**config.mk**
```make
export PLATFORM = sky130hd
export DESIGN_NAME = knn_cell
export DESIGN_NICKNAME = d
export VERILOG_FILES = /design/src/hdl/knn_top5_majority_classifier_assert.svh /design/src/hdl/knn_pkg.sv /design/src/hdl/knn_cell.sv
export SDC_FILE = /design/constraint.sdc
export NUM_CORES = 1
export LEC_CHECK = 0
export BUFFER_PORTS_ARGS = -buffer_cell sky130_fd_sc_hd__buf_2
export CAP_MARGIN = 20
export CORE_MARGIN = 2
export CORE_UTILIZATION = 48
export DETAILED_ROUTE_END_ITERATION = 10
export GPL_TIMING_DRIVEN = 0
export PLACE_DENSITY = 0.93
export RECOVER_POWER = 50
export SETUP_SLACK_MARGIN = 0.02
export SLEW_MARGIN = 15
export SYNTH_ARGS = -nofsm -noshare
export SYNTH_HDL_FRONTEND = slang
export SYNTH_SLANG_ARGS = --single-unit
```
**constraint.sdc**
```tcl
create_clock -name clk_i -period 3.24 [get_ports clk_i]
set_clock_uncertainty 0.1 [all_clocks]
set_input_delay 0.162 -clock clk_i [delete_from_list [all_inputs] [get_ports clk_i]]
set_output_delay 0.162 -clock clk_i [all_outputs]
set_load 0.02 [all_outputs]
```
**src/hdl/knn_top5_majority_classifier_assert.svh**
```systemverilog
// ---------------------------------------------------------------------------
// Assertion macros for the nearest-neighbor classifier
// Shared property wrappers clocked on clk_i and disabled during reset.
// ---------------------------------------------------------------------------
`ifndef KNN_TOP5_MAJORITY_CLASSIFIER_ASSERT_SVH
`define KNN_TOP5_MAJORITY_CLASSIFIER_ASSERT_SVH

// Checks that a property holds at every rising clock edge.
`define KNN_ASSERT(name, prop) \
  name: assert property (@(posedge clk_i) disable iff (!rst_ni) (prop)) \
    else $error("knn assertion failed");

// Checks that a consequence holds in the cycle after its cause.
`define KNN_ASSERT_NEXT(name, cause, effect) \
  name: assert property (@(posedge clk_i) disable iff (!rst_ni) (cause) |=> (effect)) \
    else $error("knn assertion failed");

`endif

```
**src/hdl/knn_pkg.sv**
```systemverilog
// ---------------------------------------------------------------------------
// Nearest-neighbor classifier package
// Shared types and constants for the classifier, its cells and its vote unit.
// ---------------------------------------------------------------------------
package knn_pkg;

  localparam int unsigned DistW     = 48;
  localparam int unsigned LabelW    = 10;
  localparam int unsigned DimW      = 11;
  localparam int unsigned ValueW    = 16;
  localparam int unsigned SqW       = 34;
  localparam int unsigned ClassW    = 11;
  localparam int unsigned MinVotesW = 3;
  localparam int unsigned CfgIdxW   = 2;

  localparam logic [DistW-1:0]     DistMax        = '1;
  localparam logic [DistW-1:0]     ThresholdReset = 48'd2415919104;
  localparam logic [MinVotesW-1:0] MinVotesReset  = 3'd2;

  localparam logic CmdQuery = 1'b0;
  localparam logic CmdRef   = 1'b1;

  typedef enum logic [CfgIdxW-1:0] {
    CfgThreshold = 2'd0,
    CfgMinVotes  = 2'd1
  } cfg_idx_e;

  typedef struct packed {
    logic                     command;
    logic [DimW-1:0]          dim_index;
    logic signed [ValueW-1:0] value;
    logic [LabelW-1:0]        label;
    logic                     row_last;
    logic                     set_last;
  } in_t;

  typedef struct packed {
    logic signed [ClassW-1:0] class_id;
    logic [DistW-1:0]         score;
    logic                     found;
  } out_t;

  typedef struct packed {
    logic              filled;
    logic [DistW-1:0]  distance;
    logic [LabelW-1:0] label;
  } slot_t;

  typedef struct packed {
    logic [DistW-1:0]  distance;
    logic [LabelW-1:0] label;
    logic              set_end;
  } row_t;

  localparam slot_t SlotEmpty = '{filled: 1'b0, distance: DistMax, label: '0};

endpackage

```
**src/hdl/knn_cell.sv**
```systemverilog
// ---------------------------------------------------------------------------
// Neighbor cell
// One slot of the sorted neighbor list; takes a new row or its left neighbor, else holds.
// ---------------------------------------------------------------------------
module knn_cell (
  input  logic           clk_i,
  input  logic           rst_ni,
  input  logic           en_i,
  input  logic           row_valid_i,
  input  logic           clear_i,
  input  knn_pkg::row_t  row_i,
  input  knn_pkg::slot_t left_i,
  input  logic           left_less_i,
  output knn_pkg::slot_t slot_o,
  output knn_pkg::slot_t slot_d_o,
  output logic           less_o
);

  knn_pkg::slot_t slot_q;
  knn_pkg::slot_t slot_d;

  assign less_o = row_valid_i && (!slot_q.filled || (row_i.distance < slot_q.distance));

  always_comb begin
    if (left_less_i) begin
      slot_d = left_i;
    end else if (less_o) begin
      slot_d = '{filled: 1'b1, distance: row_i.distance, label: row_i.label};
    end else begin
      slot_d = slot_q;
    end
  end

  always_ff @(posedge clk_i or negedge rst_ni) begin
    if (!rst_ni) begin
      slot_q <= knn_pkg::SlotEmpty;
    end else if (en_i) begin
      slot_q <= clear_i ? knn_pkg::SlotEmpty : slot_d;
    end
  end

  assign slot_o   = slot_q;
  assign slot_d_o = slot_d;

endmodule

```
==> metrics.txt <==
status=finished with violations; failing checks=max-capacitance violations, max-slew violations, negative setup slack; WP buf/inv=5; Critical Path Most Common Cell=buf_12; top sig layer=met5; WS Path Type=reg2out; Die W=107 um; period utilisation layout=117%; TritonCTS clock tree=done; Reg2Reg Depth=15; min cycle time layout=~3800 ps; FF-to-FF Start=slot_o[45]$_DFFE_PN1P_; most common cell after layout, fill and taps aside=buf_2; # rows=37; final net count=~1200; Initial Utilization=49.6%; crit end category=primary output; Setup TNS Final=-38200 ps; Setup crit start kind=flip-flop; most frequent cells in the layout=buf_2 (190), inv_1 (138), dlygate4sd3_1 (106), nand2_1 (69), buf_4 (55); largest net degree at the start of global routing=60; clock latency on the worst-skew pair=350 ps; # IOs=roughly 240; Layout fillers=around 490; max FFs per register=59; Chip Height=about 110 um; non-filler instance count after layout=1155; Cell variety after synth=41; GP Congestion=0.846; ys flop type=dfstp_2; power per standard cell area=343 nW/um2; share of cells above drive strength 1=39.3%; DRT Pass-1 Iters=10; crit path to=slot_d_o[20]; Routed Antenna Nets=0; EDFF count, synth=0; DR WL met3=2450 um; global-route wire length before repair=34400 um; Synth-to-Final Area Change=72.2%; met1 wire length=8710 um; initial antenna violation count=2; Worst VDD drop=238 uV; Ys Warns=0; Post-Place Worst Slack=-410 ps; CP Max Fanout=7; crit path cell chain=inv_2 > ha_4 > nand4_1 > nor4_4 > nand3b_1 > o211ai_1 > a211oi_2 > o211ai_2 > buf_6 > buf_12 > buf_12 > mux2i_1 > o21ai_1 > buf_4; final setup vio count=116; Peak Freq=roughly 260 MHz; Hold Vio Cnt, Final=0; CP Depth=14; worst slew pin tran=1620 ps; vias in the first global route=6774; Slowest-stage cell, CP=dfstp_2; Via Count=7124; cell count after synthesis=618; unrepaired setup endpoints after global routing=yes; # clock sinks=59; Mapped Area=around 5100 um2; Port Buffers=between 200 and 250; slack of the critical path=-557 ps; routed length on met2=about 12000 um; DRC violations left=0; GRT Residual Overflow=0; arrival time worst endpoint=3540 ps; WP data required=2980 ps; Final Power=3.02 mW; HP Class=in2reg; total wire length=25200 um; Reg clk slew, reported paths=about 70 ps; Finished Core Util=85.4%; core area=10300 um2; DIE AREA=11500 um2; CTS Buf Count=9; wire per inst=approximately 22 um; Synth Register Bits=59; syn_area_per_cell=8.28 um2; maximum buffer depth of the clock tree=2; RR Endpoint=slot_o[28]$_DFFE_PN1P_; FFs w/ async S/R, synth=100%; gr usage total=38.7%; synthesized net count=789; CP delay by family, top=simple AND/OR/NAND/NOR gates; Slew Limit Fails=60; Setup crit start=slot_o[45]$_DFFE_PN1P_; Pleak=roughly 4.7 nW; Max Cap Viol=1; H-tree levels=3; DRT iter0 DRCs=839; CTS root buffer=clkbuf_8; R2R Setup Slk=-550 ps; hpwl dp=between 10000 and 15000 um; Post-Place Cells=just under 1000; vias per cell=6.17; CP max stage delay=550 ps; Worst slew margin=-8.08%; sequential-to-total area share from yosys stat=30.0%
## metrics by stage
step / instance area, um2 / hold WS (ps)
6_report: 8810 / 53.0
5_1_grt: 8810 / 59.7
4_1_cts: 8340 / 37.8
3_5_place_dp: 6490 / 200
3_3_place_gp: 6490 / 289
2_1_floorplan: 5120 / -234
## kinds of logic (layout without fill, tap and decap cells)
| family | Yosys count | in the layout | share of synthesized area (%) |
|---|---|---|---|
| adder cells (fa/ha/maj) | 47 | 47 | 11.5 |
| buffers and inverters | 184 | 583 | 14.9 |
| multiplexers | 58 | 58 | 11.3 |
| AO/OA/AOI/OAI | 159 | 159 | 22.4 |
| AND/OR/NAND/NOR | 111 | 111 | 9.85 |
| other | 0 | 2 | 0 |
| flip-flops | 59 | 59 | 30.0 |
## worst reg2reg max path, cell delays in order, from the launching register on
cell and delay (ps):
dfstp_2 550, inv_2 50, ha_4 240, nand4_1 220
nor2_1 100, a221oi_2 330, o211ai_1 150, a211oi_2 320
o211ai_2 120, buf_6 170, buf_4 150, a21bo_4 230
buf_12 150, buf_4 140, buf_8 120, a222oi_1 520
## area by class of cell
class / instances / area (um2) / share of cell area [%]
diodes: 2 / 5.00 / 0.0568
plain buffers: 38 / 322 / 3.65
clock buffers: 13 / 149 / 1.69
clock inverters: 3 / 15.0 / 0.170
inverters: 146 / 551 / 6.25
multi-input cells: 375 / 3140 / 35.6
flip-flops and latches: 59 / 1540 / 17.4
well taps: 136 / 170 / 1.93
repair buffers: 383 / 2920 / 33.2
## worst min-delay path by stage
stage              start                endpoint  slack [ps]  depth (start not counted)
3_3_place_gp        en_i  slot_o[57]$_DFFE_PN1P_         290                          2
6_report       left_i[0]   slot_o[0]$_DFFE_PN0P_          50                          3
4_1_cts        left_i[6]   slot_o[6]$_DFFE_PN0P_          40                          3
5_1_grt        left_i[0]   slot_o[0]$_DFFE_PN0P_          60                          3
2_1_floorplan     rst_ni   slot_o[0]$_DFFE_PN0P_        -230                          0
3_5_place_dp      rst_ni   slot_o[7]$_DFFE_PN0P_         200                          1
## cell usage after synthesis (all sizes together), types with 2 or more instances
| cell type | number | share of area (%) |
|---|---|---|
| inv | 146 | 11 |
| nand2 | 69 | 5.1 |
| o21ai | 66 | 6.5 |
| mux2i | 58 | 11 |
| dfstp | 48 | 25 |
| a222oi | 47 | 9.2 |
| ha | 47 | 11 |
| clkbuf | 24 | 1.8 |
| a21oi | 20 | 2.0 |
| buf | 14 | 2.5 |
| and2 | 11 | 1.3 |
| dfrtp | 11 | 5.4 |
| a221o | 10 | 2.0 |
| nand4 | 9 | 1.1 |
| nor2 | 8 | 0.64 |
| nand3 | 6 | 0.59 |
| a21o | 2 | 0.29 |
| a221oi | 2 | 0.46 |
| nand2b | 2 | 0.24 |
| nor3 | 2 | 0.20 |
| o211ai | 2 | 0.39 |
## per-layer routing
| metal | track usage (%) | up-vias |
|---|---|---|
| li1 | - | 2954 |
| met2 | 68.0 | 642 |
| met1 | 44.2 | 3339 |
| met3 | 6.48 | 187 |
| met5 | 0 | - |
| met4 | 21.8 | 2 |
## power by group
part | internal (mW) | switching, mW
logic | 0.675 | 0.795
registers | 0.858 | 0.0766
clock network | 0.296 | 0.319
total | 1.83 | 1.19
## timing repair
action,CTS,global route
setup endpoints to repair,117,117
hold buffers,106,0
gates resized for setup,92,87
pin swaps,58,20
cloned,7,2
hold endpoints to repair,70,0
setup buffers,15,13
(Power assumes the default switching activity.)
