**src/hdl/knn_top5_majority_classifier_assert.svh**
```systemverilog
// ---------------------------------------------------------------------------
// Assertion macros for the nearest-neighbor classifier
// Shared property wrappers clocked on clk_i and disabled during reset.
// ---------------------------------------------------------------------------
`ifndef KNN_TOP5_MAJORITY_CLASSIFIER_ASSERT_SVH
`define KNN_TOP5_MAJORITY_CLASSIFIER_ASSERT_SVH

// Checks that a property holds at every rising clock edge.
`define KNN_ASSERT(name, prop) \
  name: assert property (@(posedge clk_i) disable iff (!rst_ni) (prop)) \
    else $error("knn assertion failed");

// Checks that a consequence holds in the cycle after its cause.
`define KNN_ASSERT_NEXT(name, cause, effect) \
  name: assert property (@(posedge clk_i) disable iff (!rst_ni) (cause) |=> (effect)) \
    else $error("knn assertion failed");

`endif

```
**src/hdl/knn_pkg.sv**
```systemverilog
// ---------------------------------------------------------------------------
// Nearest-neighbor classifier package
// Shared types and constants for the classifier, its cells and its vote unit.
// ---------------------------------------------------------------------------
package knn_pkg;

  localparam int unsigned DistW     = 48;
  localparam int unsigned LabelW    = 10;
  localparam int unsigned DimW      = 11;
  localparam int unsigned ValueW    = 16;
  localparam int unsigned SqW       = 34;
  localparam int unsigned ClassW    = 11;
  localparam int unsigned MinVotesW = 3;
  localparam int unsigned CfgIdxW   = 2;

  localparam logic [DistW-1:0]     DistMax        = '1;
  localparam logic [DistW-1:0]     ThresholdReset = 48'd2415919104;
  localparam logic [MinVotesW-1:0] MinVotesReset  = 3'd2;

  localparam logic CmdQuery = 1'b0;
  localparam logic CmdRef   = 1'b1;

  typedef enum logic [CfgIdxW-1:0] {
    CfgThreshold = 2'd0,
    CfgMinVotes  = 2'd1
  } cfg_idx_e;

  typedef struct packed {
    logic                     command;
    logic [DimW-1:0]          dim_index;
    logic signed [ValueW-1:0] value;
    logic [LabelW-1:0]        label;
    logic                     row_last;
    logic                     set_last;
  } in_t;

  typedef struct packed {
    logic signed [ClassW-1:0] class_id;
    logic [DistW-1:0]         score;
    logic                     found;
  } out_t;

  typedef struct packed {
    logic              filled;
    logic [DistW-1:0]  distance;
    logic [LabelW-1:0] label;
  } slot_t;

  typedef struct packed {
    logic [DistW-1:0]  distance;
    logic [LabelW-1:0] label;
    logic              set_end;
  } row_t;

  localparam slot_t SlotEmpty = '{filled: 1'b0, distance: DistMax, label: '0};

endpackage

```
**src/hdl/knn_vote.sv**
```systemverilog
// ---------------------------------------------------------------------------
// Majority vote unit
// Three stages: vote counts, winner selection, threshold check and score.
// ---------------------------------------------------------------------------
module knn_vote #(
  parameter int unsigned Neighbors = 5
) (
  input  logic                              clk_i,
  input  logic                              rst_ni,
  input  logic                              en_i,
  input  logic                              valid_i,
  input  knn_pkg::slot_t                    slots_i [Neighbors],
  input  logic [knn_pkg::DistW-1:0]         threshold_i,
  input  logic [knn_pkg::MinVotesW-1:0]     min_votes_i,
  output logic                              valid_o,
  output knn_pkg::out_t                     res_o
);

  localparam int unsigned VoteW = $clog2(Neighbors + 1);
  localparam int unsigned CmpW  = (VoteW > knn_pkg::MinVotesW) ? VoteW : knn_pkg::MinVotesW;

  logic                  s1_valid_q;
  knn_pkg::slot_t        s1_slots_q [Neighbors];
  logic [VoteW-1:0]      s1_votes_q [Neighbors];
  logic                  s1_near_q;
  logic [VoteW-1:0]      votes_c [Neighbors];

  logic                         s2_valid_q;
  knn_pkg::slot_t               s2_slots_q [Neighbors];
  logic                         s2_near_q;
  logic [VoteW-1:0]             s2_best_q;
  logic [knn_pkg::LabelW-1:0]   s2_win_q;
  logic [VoteW-1:0]             best_c;
  logic [knn_pkg::LabelW-1:0]   win_c;

  logic                         s3_valid_q;
  knn_pkg::out_t                s3_res_q;
  knn_pkg::out_t                res_c;
  logic [CmpW-1:0]              need_c;
  logic                         ok_c;
  logic                         hit_c;
  logic [knn_pkg::DistW-1:0]    score_c;

  always_comb begin
    for (int i = 0; i < Neighbors; i++) begin
      votes_c[i] = '0;
      for (int m = 0; m < Neighbors; m++) begin
        if (slots_i[m].filled && (slots_i[m].label == slots_i[i].label)) begin
          votes_c[i] = votes_c[i] + VoteW'(1);
        end
      end
    end
  end

  always_ff @(posedge clk_i or negedge rst_ni) begin
    if (!rst_ni) begin
      s1_valid_q <= 1'b0;
      s2_valid_q <= 1'b0;
      s3_valid_q <= 1'b0;
    end else if (en_i) begin
      s1_valid_q <= valid_i;
      s2_valid_q <= s1_valid_q;
      s3_valid_q <= s2_valid_q;
    end
  end

  always_ff @(posedge clk_i) begin
    if (en_i) begin
      s1_slots_q <= slots_i;
      s1_votes_q <= votes_c;
      s1_near_q  <= slots_i[0].filled && (slots_i[0].distance < threshold_i);
    end
  end

  always_comb begin
    best_c = '0;
    win_c  = '0;
    for (int i = 0; i < Neighbors; i++) begin
      if (s1_slots_q[i].filled && ((s1_votes_q[i] > best_c) ||
          ((s1_votes_q[i] == best_c) && (s1_slots_q[i].label < win_c)))) begin
        best_c = s1_votes_q[i];
        win_c  = s1_slots_q[i].label;
      end
    end
  end

  always_ff @(posedge clk_i) begin
    if (en_i) begin
      s2_slots_q <= s1_slots_q;
      s2_near_q  <= s1_near_q;
      s2_best_q  <= best_c;
      s2_win_q   <= win_c;
    end
  end

  always_comb begin
    need_c  = (min_votes_i == '0) ? CmpW'(1) : CmpW'(min_votes_i);
    ok_c    = s2_near_q && (CmpW'(s2_best_q) >= need_c);
    hit_c   = 1'b0;
    score_c = '0;
    for (int i = 0; i < Neighbors; i++) begin
      if (!hit_c && s2_slots_q[i].filled && (s2_slots_q[i].label == s2_win_q)) begin
        hit_c   = 1'b1;
        score_c = s2_slots_q[i].distance;
      end
    end
    res_c.class_id = ok_c ? {1'b0, s2_win_q} : '1;
    res_c.score    = ok_c ? score_c : '0;
    res_c.found    = ok_c;
  end

  always_ff @(posedge clk_i) begin
    if (en_i) begin
      s3_res_q <= res_c;
    end
  end

  assign valid_o = s3_valid_q;
  assign res_o   = s3_res_q;

endmodule

```
**config.mk**
```make
export PLATFORM = sky130hd
export DESIGN_NAME = knn_vote
export DESIGN_NICKNAME = d
export VERILOG_FILES = /design/src/hdl/knn_top5_majority_classifier_assert.svh /design/src/hdl/knn_pkg.sv /design/src/hdl/knn_vote.sv
export SDC_FILE = /design/constraint.sdc
export NUM_CORES = 1
export LEC_CHECK = 0
export ABC_AREA = 0
export CAP_MARGIN = 15
export CORE_MARGIN = 2
export CORE_UTILIZATION = 25
export CTS_CLUSTER_DIAMETER = 40
export DETAILED_ROUTE_END_ITERATION = 8
export DONT_BUFFER_PORTS = 1
export GPL_ROUTABILITY_DRIVEN = 0
export GPL_TIMING_DRIVEN = 0
export PLACE_DENSITY_LB_ADDON = 0.15
export RECOVER_POWER = 50
export SLEW_MARGIN = 10
export SYNTH_ARGS = -nofsm -noshare
export SYNTH_HDL_FRONTEND = slang
export SYNTH_SLANG_ARGS = --single-unit
```
**constraint.sdc**
```tcl
create_clock -name clk_i -period 9.6 [get_ports clk_i]
set_input_delay 0.48 -clock clk_i [delete_from_list [all_inputs] [get_ports clk_i]]
set_output_delay 0.48 -clock clk_i [all_outputs]
set_load 0.02 [all_outputs]
```
==> impl_metrics.ini <==
[floorplanning]
core-area_um2 = 112000
die-height_um = 340
die-area_um2 = 115000
start_util_pct = 25.1
fp-row-count = 123
ios = 411
die_w_um = 340

[detailed_routing]
vias = 16790
drt-vias-per-instance = 4.33
dr.pass1.iters = 5
initialDrtViolationCount = 1120
drtAntennaViolNets = 0
wl_per_cell_um = 22.1
drcViolationCount = 0
wirelength_um = 85800

[setup_path]
crit_required_ps = 10030
rrSetupSlack_ps = 450
crit_path_end = s2_win_q[0]
path_class = flip-flop to flip-flop
slowest_delay_ps = 450
end_kind = flip-flop
cp.arrival_ps = 9580
cp.depth = 43
worst-path-buf-inv = 8
r2r-start = s1_votes_q[12]
slowest_stage = edfxtp_1
crit_path_start_kind = flip-flop
worst_r2r_path_depth = 43
crit_family = compound AO/OA/AOI/OAI gates
critPathLaunch = s1_votes_q[12]
critPathMaxFanout = 10
cp_common_cell = a21o_1
r2r_end = s2_win_q[0]

[grt]
grt_max_degree = 489
grt_use_met2_pct = 23.7
grt_pass1_wl_um = 123000
use_met3_pct = 4.25
track_usage_pct = 14.8
gr-total-overflow = 0
grt_antenna_before_repair = 11
busiest_layer = met2
grt_pass1_vias = 17850
use_met1_pct = 18.5

[sta]
fin_skew_ps = 42.1
period_minus_slack_ps = 9150
tightest_slew_ps = 1740
slew_headroom_pct = -15.9
setup_ws_ps = 454
finalSetupViolCount = 0
finalHoldViolations = 0
finalCritPeriodShare_pct = 95.3
slew_violations = 238
hold_ws_ps = 162
max_freq_mhz = 109

[yosys]
yosysTopAreaCell = edfxtp_1
yosysUniqueCellTypes = 59
yosysMostFrequentCell = edfxtp_1
yosys-top-cells-area = edfxtp_1 (73%), ha_1 (5.1%), xnor2_1 (4.5%), a21oi_1 (3.2%), inv_1 (1.4%)
synth_top_area_share_pct = 72.5
async_reset_ff_share_pct = 0.439
yosysSeqAreaShare_pct = 72.8
postSynthCellCount = 1835
synth_edf_count = 680
synth_warnings = 0
syn_nets = 2300
synth_seq_cells = 683
synth_area_um2 = 28200
synth_commonest_cells = edfxtp_1 (680), a21oi_1 (180), xnor2_1 (144), ha_1 (115)
synth_area_per_cell_um2 = 15.3
synth_ff_type = edfxtp_1

[job]
maxCapViolations = 0

[cells_and_area]
fin_util_pct = 33.7
multi_input_area_um2 = 6970
nNetsFinal = 2738
seq_area_um2 = 20500
area_growth_pct = 34.2
nFillCells = 11082
drive_gt1_share_pct = 11.9

[power_and_ir_drop]
clkPwrFrac_pct = 52.0
report.power.total_mw = 9.16
internal-power_mw = 7.00
p_leak_nw = 13.3
ir_worst_vdd_v = 0.000158
swShare_pct = 23.6
pwr-share-comb_pct = 7.9
p_seq_share_pct = 40.1
p_switching_mw = 2.16
power_density_nw_per_um2 = 242

[clocking]
cts.sinks = 683
clkTransAtPathRegs_ps = 50
cts_made_buffers = 130
clock_latency_ps = 740
cts_root_buf = clkbuf_16
cts_tree = done
cts.path.max_buffers = 3
h-tree-depth = 4

[place]
place_ws_ps = -1550
portBuffers = 0
place_hpwl_um = 60000

[status]
outcome = finished, violations left
failed_checks = slew limit

[min_path]
hold_path_class = primary input to flip-flop
[worst min-delay path by stage]
stage | startpoint | to | cells past startpoint
3_5_place_dp | rst_ni | s2_valid_q | 0
6_report | en_i | s2_slots_q[159] | 0
2_1_floorplan | rst_ni | s1_valid_q | 0
5_1_grt | en_i | s2_slots_q[159] | 0
3_3_place_gp | rst_ni | valid_o | 0
4_1_cts | en_i | s2_slots_q[159] | 0
[kinds of logic (layout without fill, tap and decap cells)]
| group | count (synthesis) | in the layout | share of synthesized area (%) |
|---|---|---|---|
| DFF | 683 | 683 | 72.8 |
| AOI/OAI and AO/OA | 311 | 311 | 6.70 |
| and+or+nand+nor | 307 | 307 | 5.49 |
| buffers and inverters | 196 | 739 | 2.65 |
| xor gates and xnor gates | 176 | 176 | 5.48 |
| adders and majority gates | 116 | 116 | 5.15 |
| muxes | 46 | 46 | 1.74 |
| other | 0 | 3 | 0 |
[state kept, by name, indices dropped and copies added, names as in the netlist]
| name | cells |
|---|---|
| s2_slots_q | 295 |
| s2_near_q | 1 |
| s2_win_q | 10 |
| s1_slots_q | 295 |
| s2_valid_q | 1 |
| s1_near_q | 1 |
| valid_o | 1 |
| s1_votes_q | 15 |
| s2_best_q | 3 |
| s1_valid_q | 1 |
| res_o | 60 |
[power groups by stage]
stage	Clock [mW]	Combinational [mW]	Sequential (mW)
floorplan	0	0.417	3.68
global placement	0	0.573	3.72
detailed placement	0	0.587	3.72
CTS	4.89	0.732	3.67
global route	5.02	0.804	3.69
finish	4.76	0.725	3.67
[what timing repair did]
action	in CTS	in global routing
gates cloned	0	0
gates resized for setup	9	10
pin swaps	3	0
setup endpoints to repair	13	13
buffers inserted	4	0
hold buffers	299	0
endpoints found under the hold margin	495	0
[metrics by stage]
step,setup TNS (ps),cells,instance area [µm²]
2_1_floorplan,0,1835,28200
3_3_place_gp,-18040,3335,30000
3_5_place_dp,-19500,3339,30100
4_1_cts,0,3878,37800
5_1_grt,-7.29,3881,37800
6_report,0,3881,37800
[cell type report]
class	count	share of cell area, %
Sequential cell	683	54.2
Clock buffer	140	8.82
Clock inverter	97	3.39
Antenna cell	3	0.0199
Tap cell	1500	4.97
Inverter	107	1.06
Timing Repair Buffer	307	8.15
Buffer	88	0.937
Multi-Input combinational cell	956	18.4
[placed cells by master, fill, tap and decap left out, types with 11 or more instances in the layout]
cell and n:
inv_6 13, a21o_1 25, o21ai_0 29, ha_1 115, clkinv_4 13, a21oi_1 177
a22oi_1 47, xnor2_1 144, inv_1 104, dlygate4sd3_1 298, mux2_2 16, bufinv_16 20
clkbuf_1 80, nand4_1 42, clkinv_2 16, xor2_1 32, edfxtp_1 680, clkinv_1 14
or2_2 11, clkbuf_16 132, nand2b_1 11, nor2b_1 12, nand2_1 104, nor2_1 24
nor4_1 14, mux2i_1 25, nand3_1 67
[per-layer routing]
layer | vias to the layer above | share of wire (%)
met5 | - | 0.024
li1 | 7788 | -
met3 | 179 | 6.0
met2 | 550 | 47
met4 | 4 | 3.5
met1 | 8269 | 43
(Power assumes the default switching activity.)
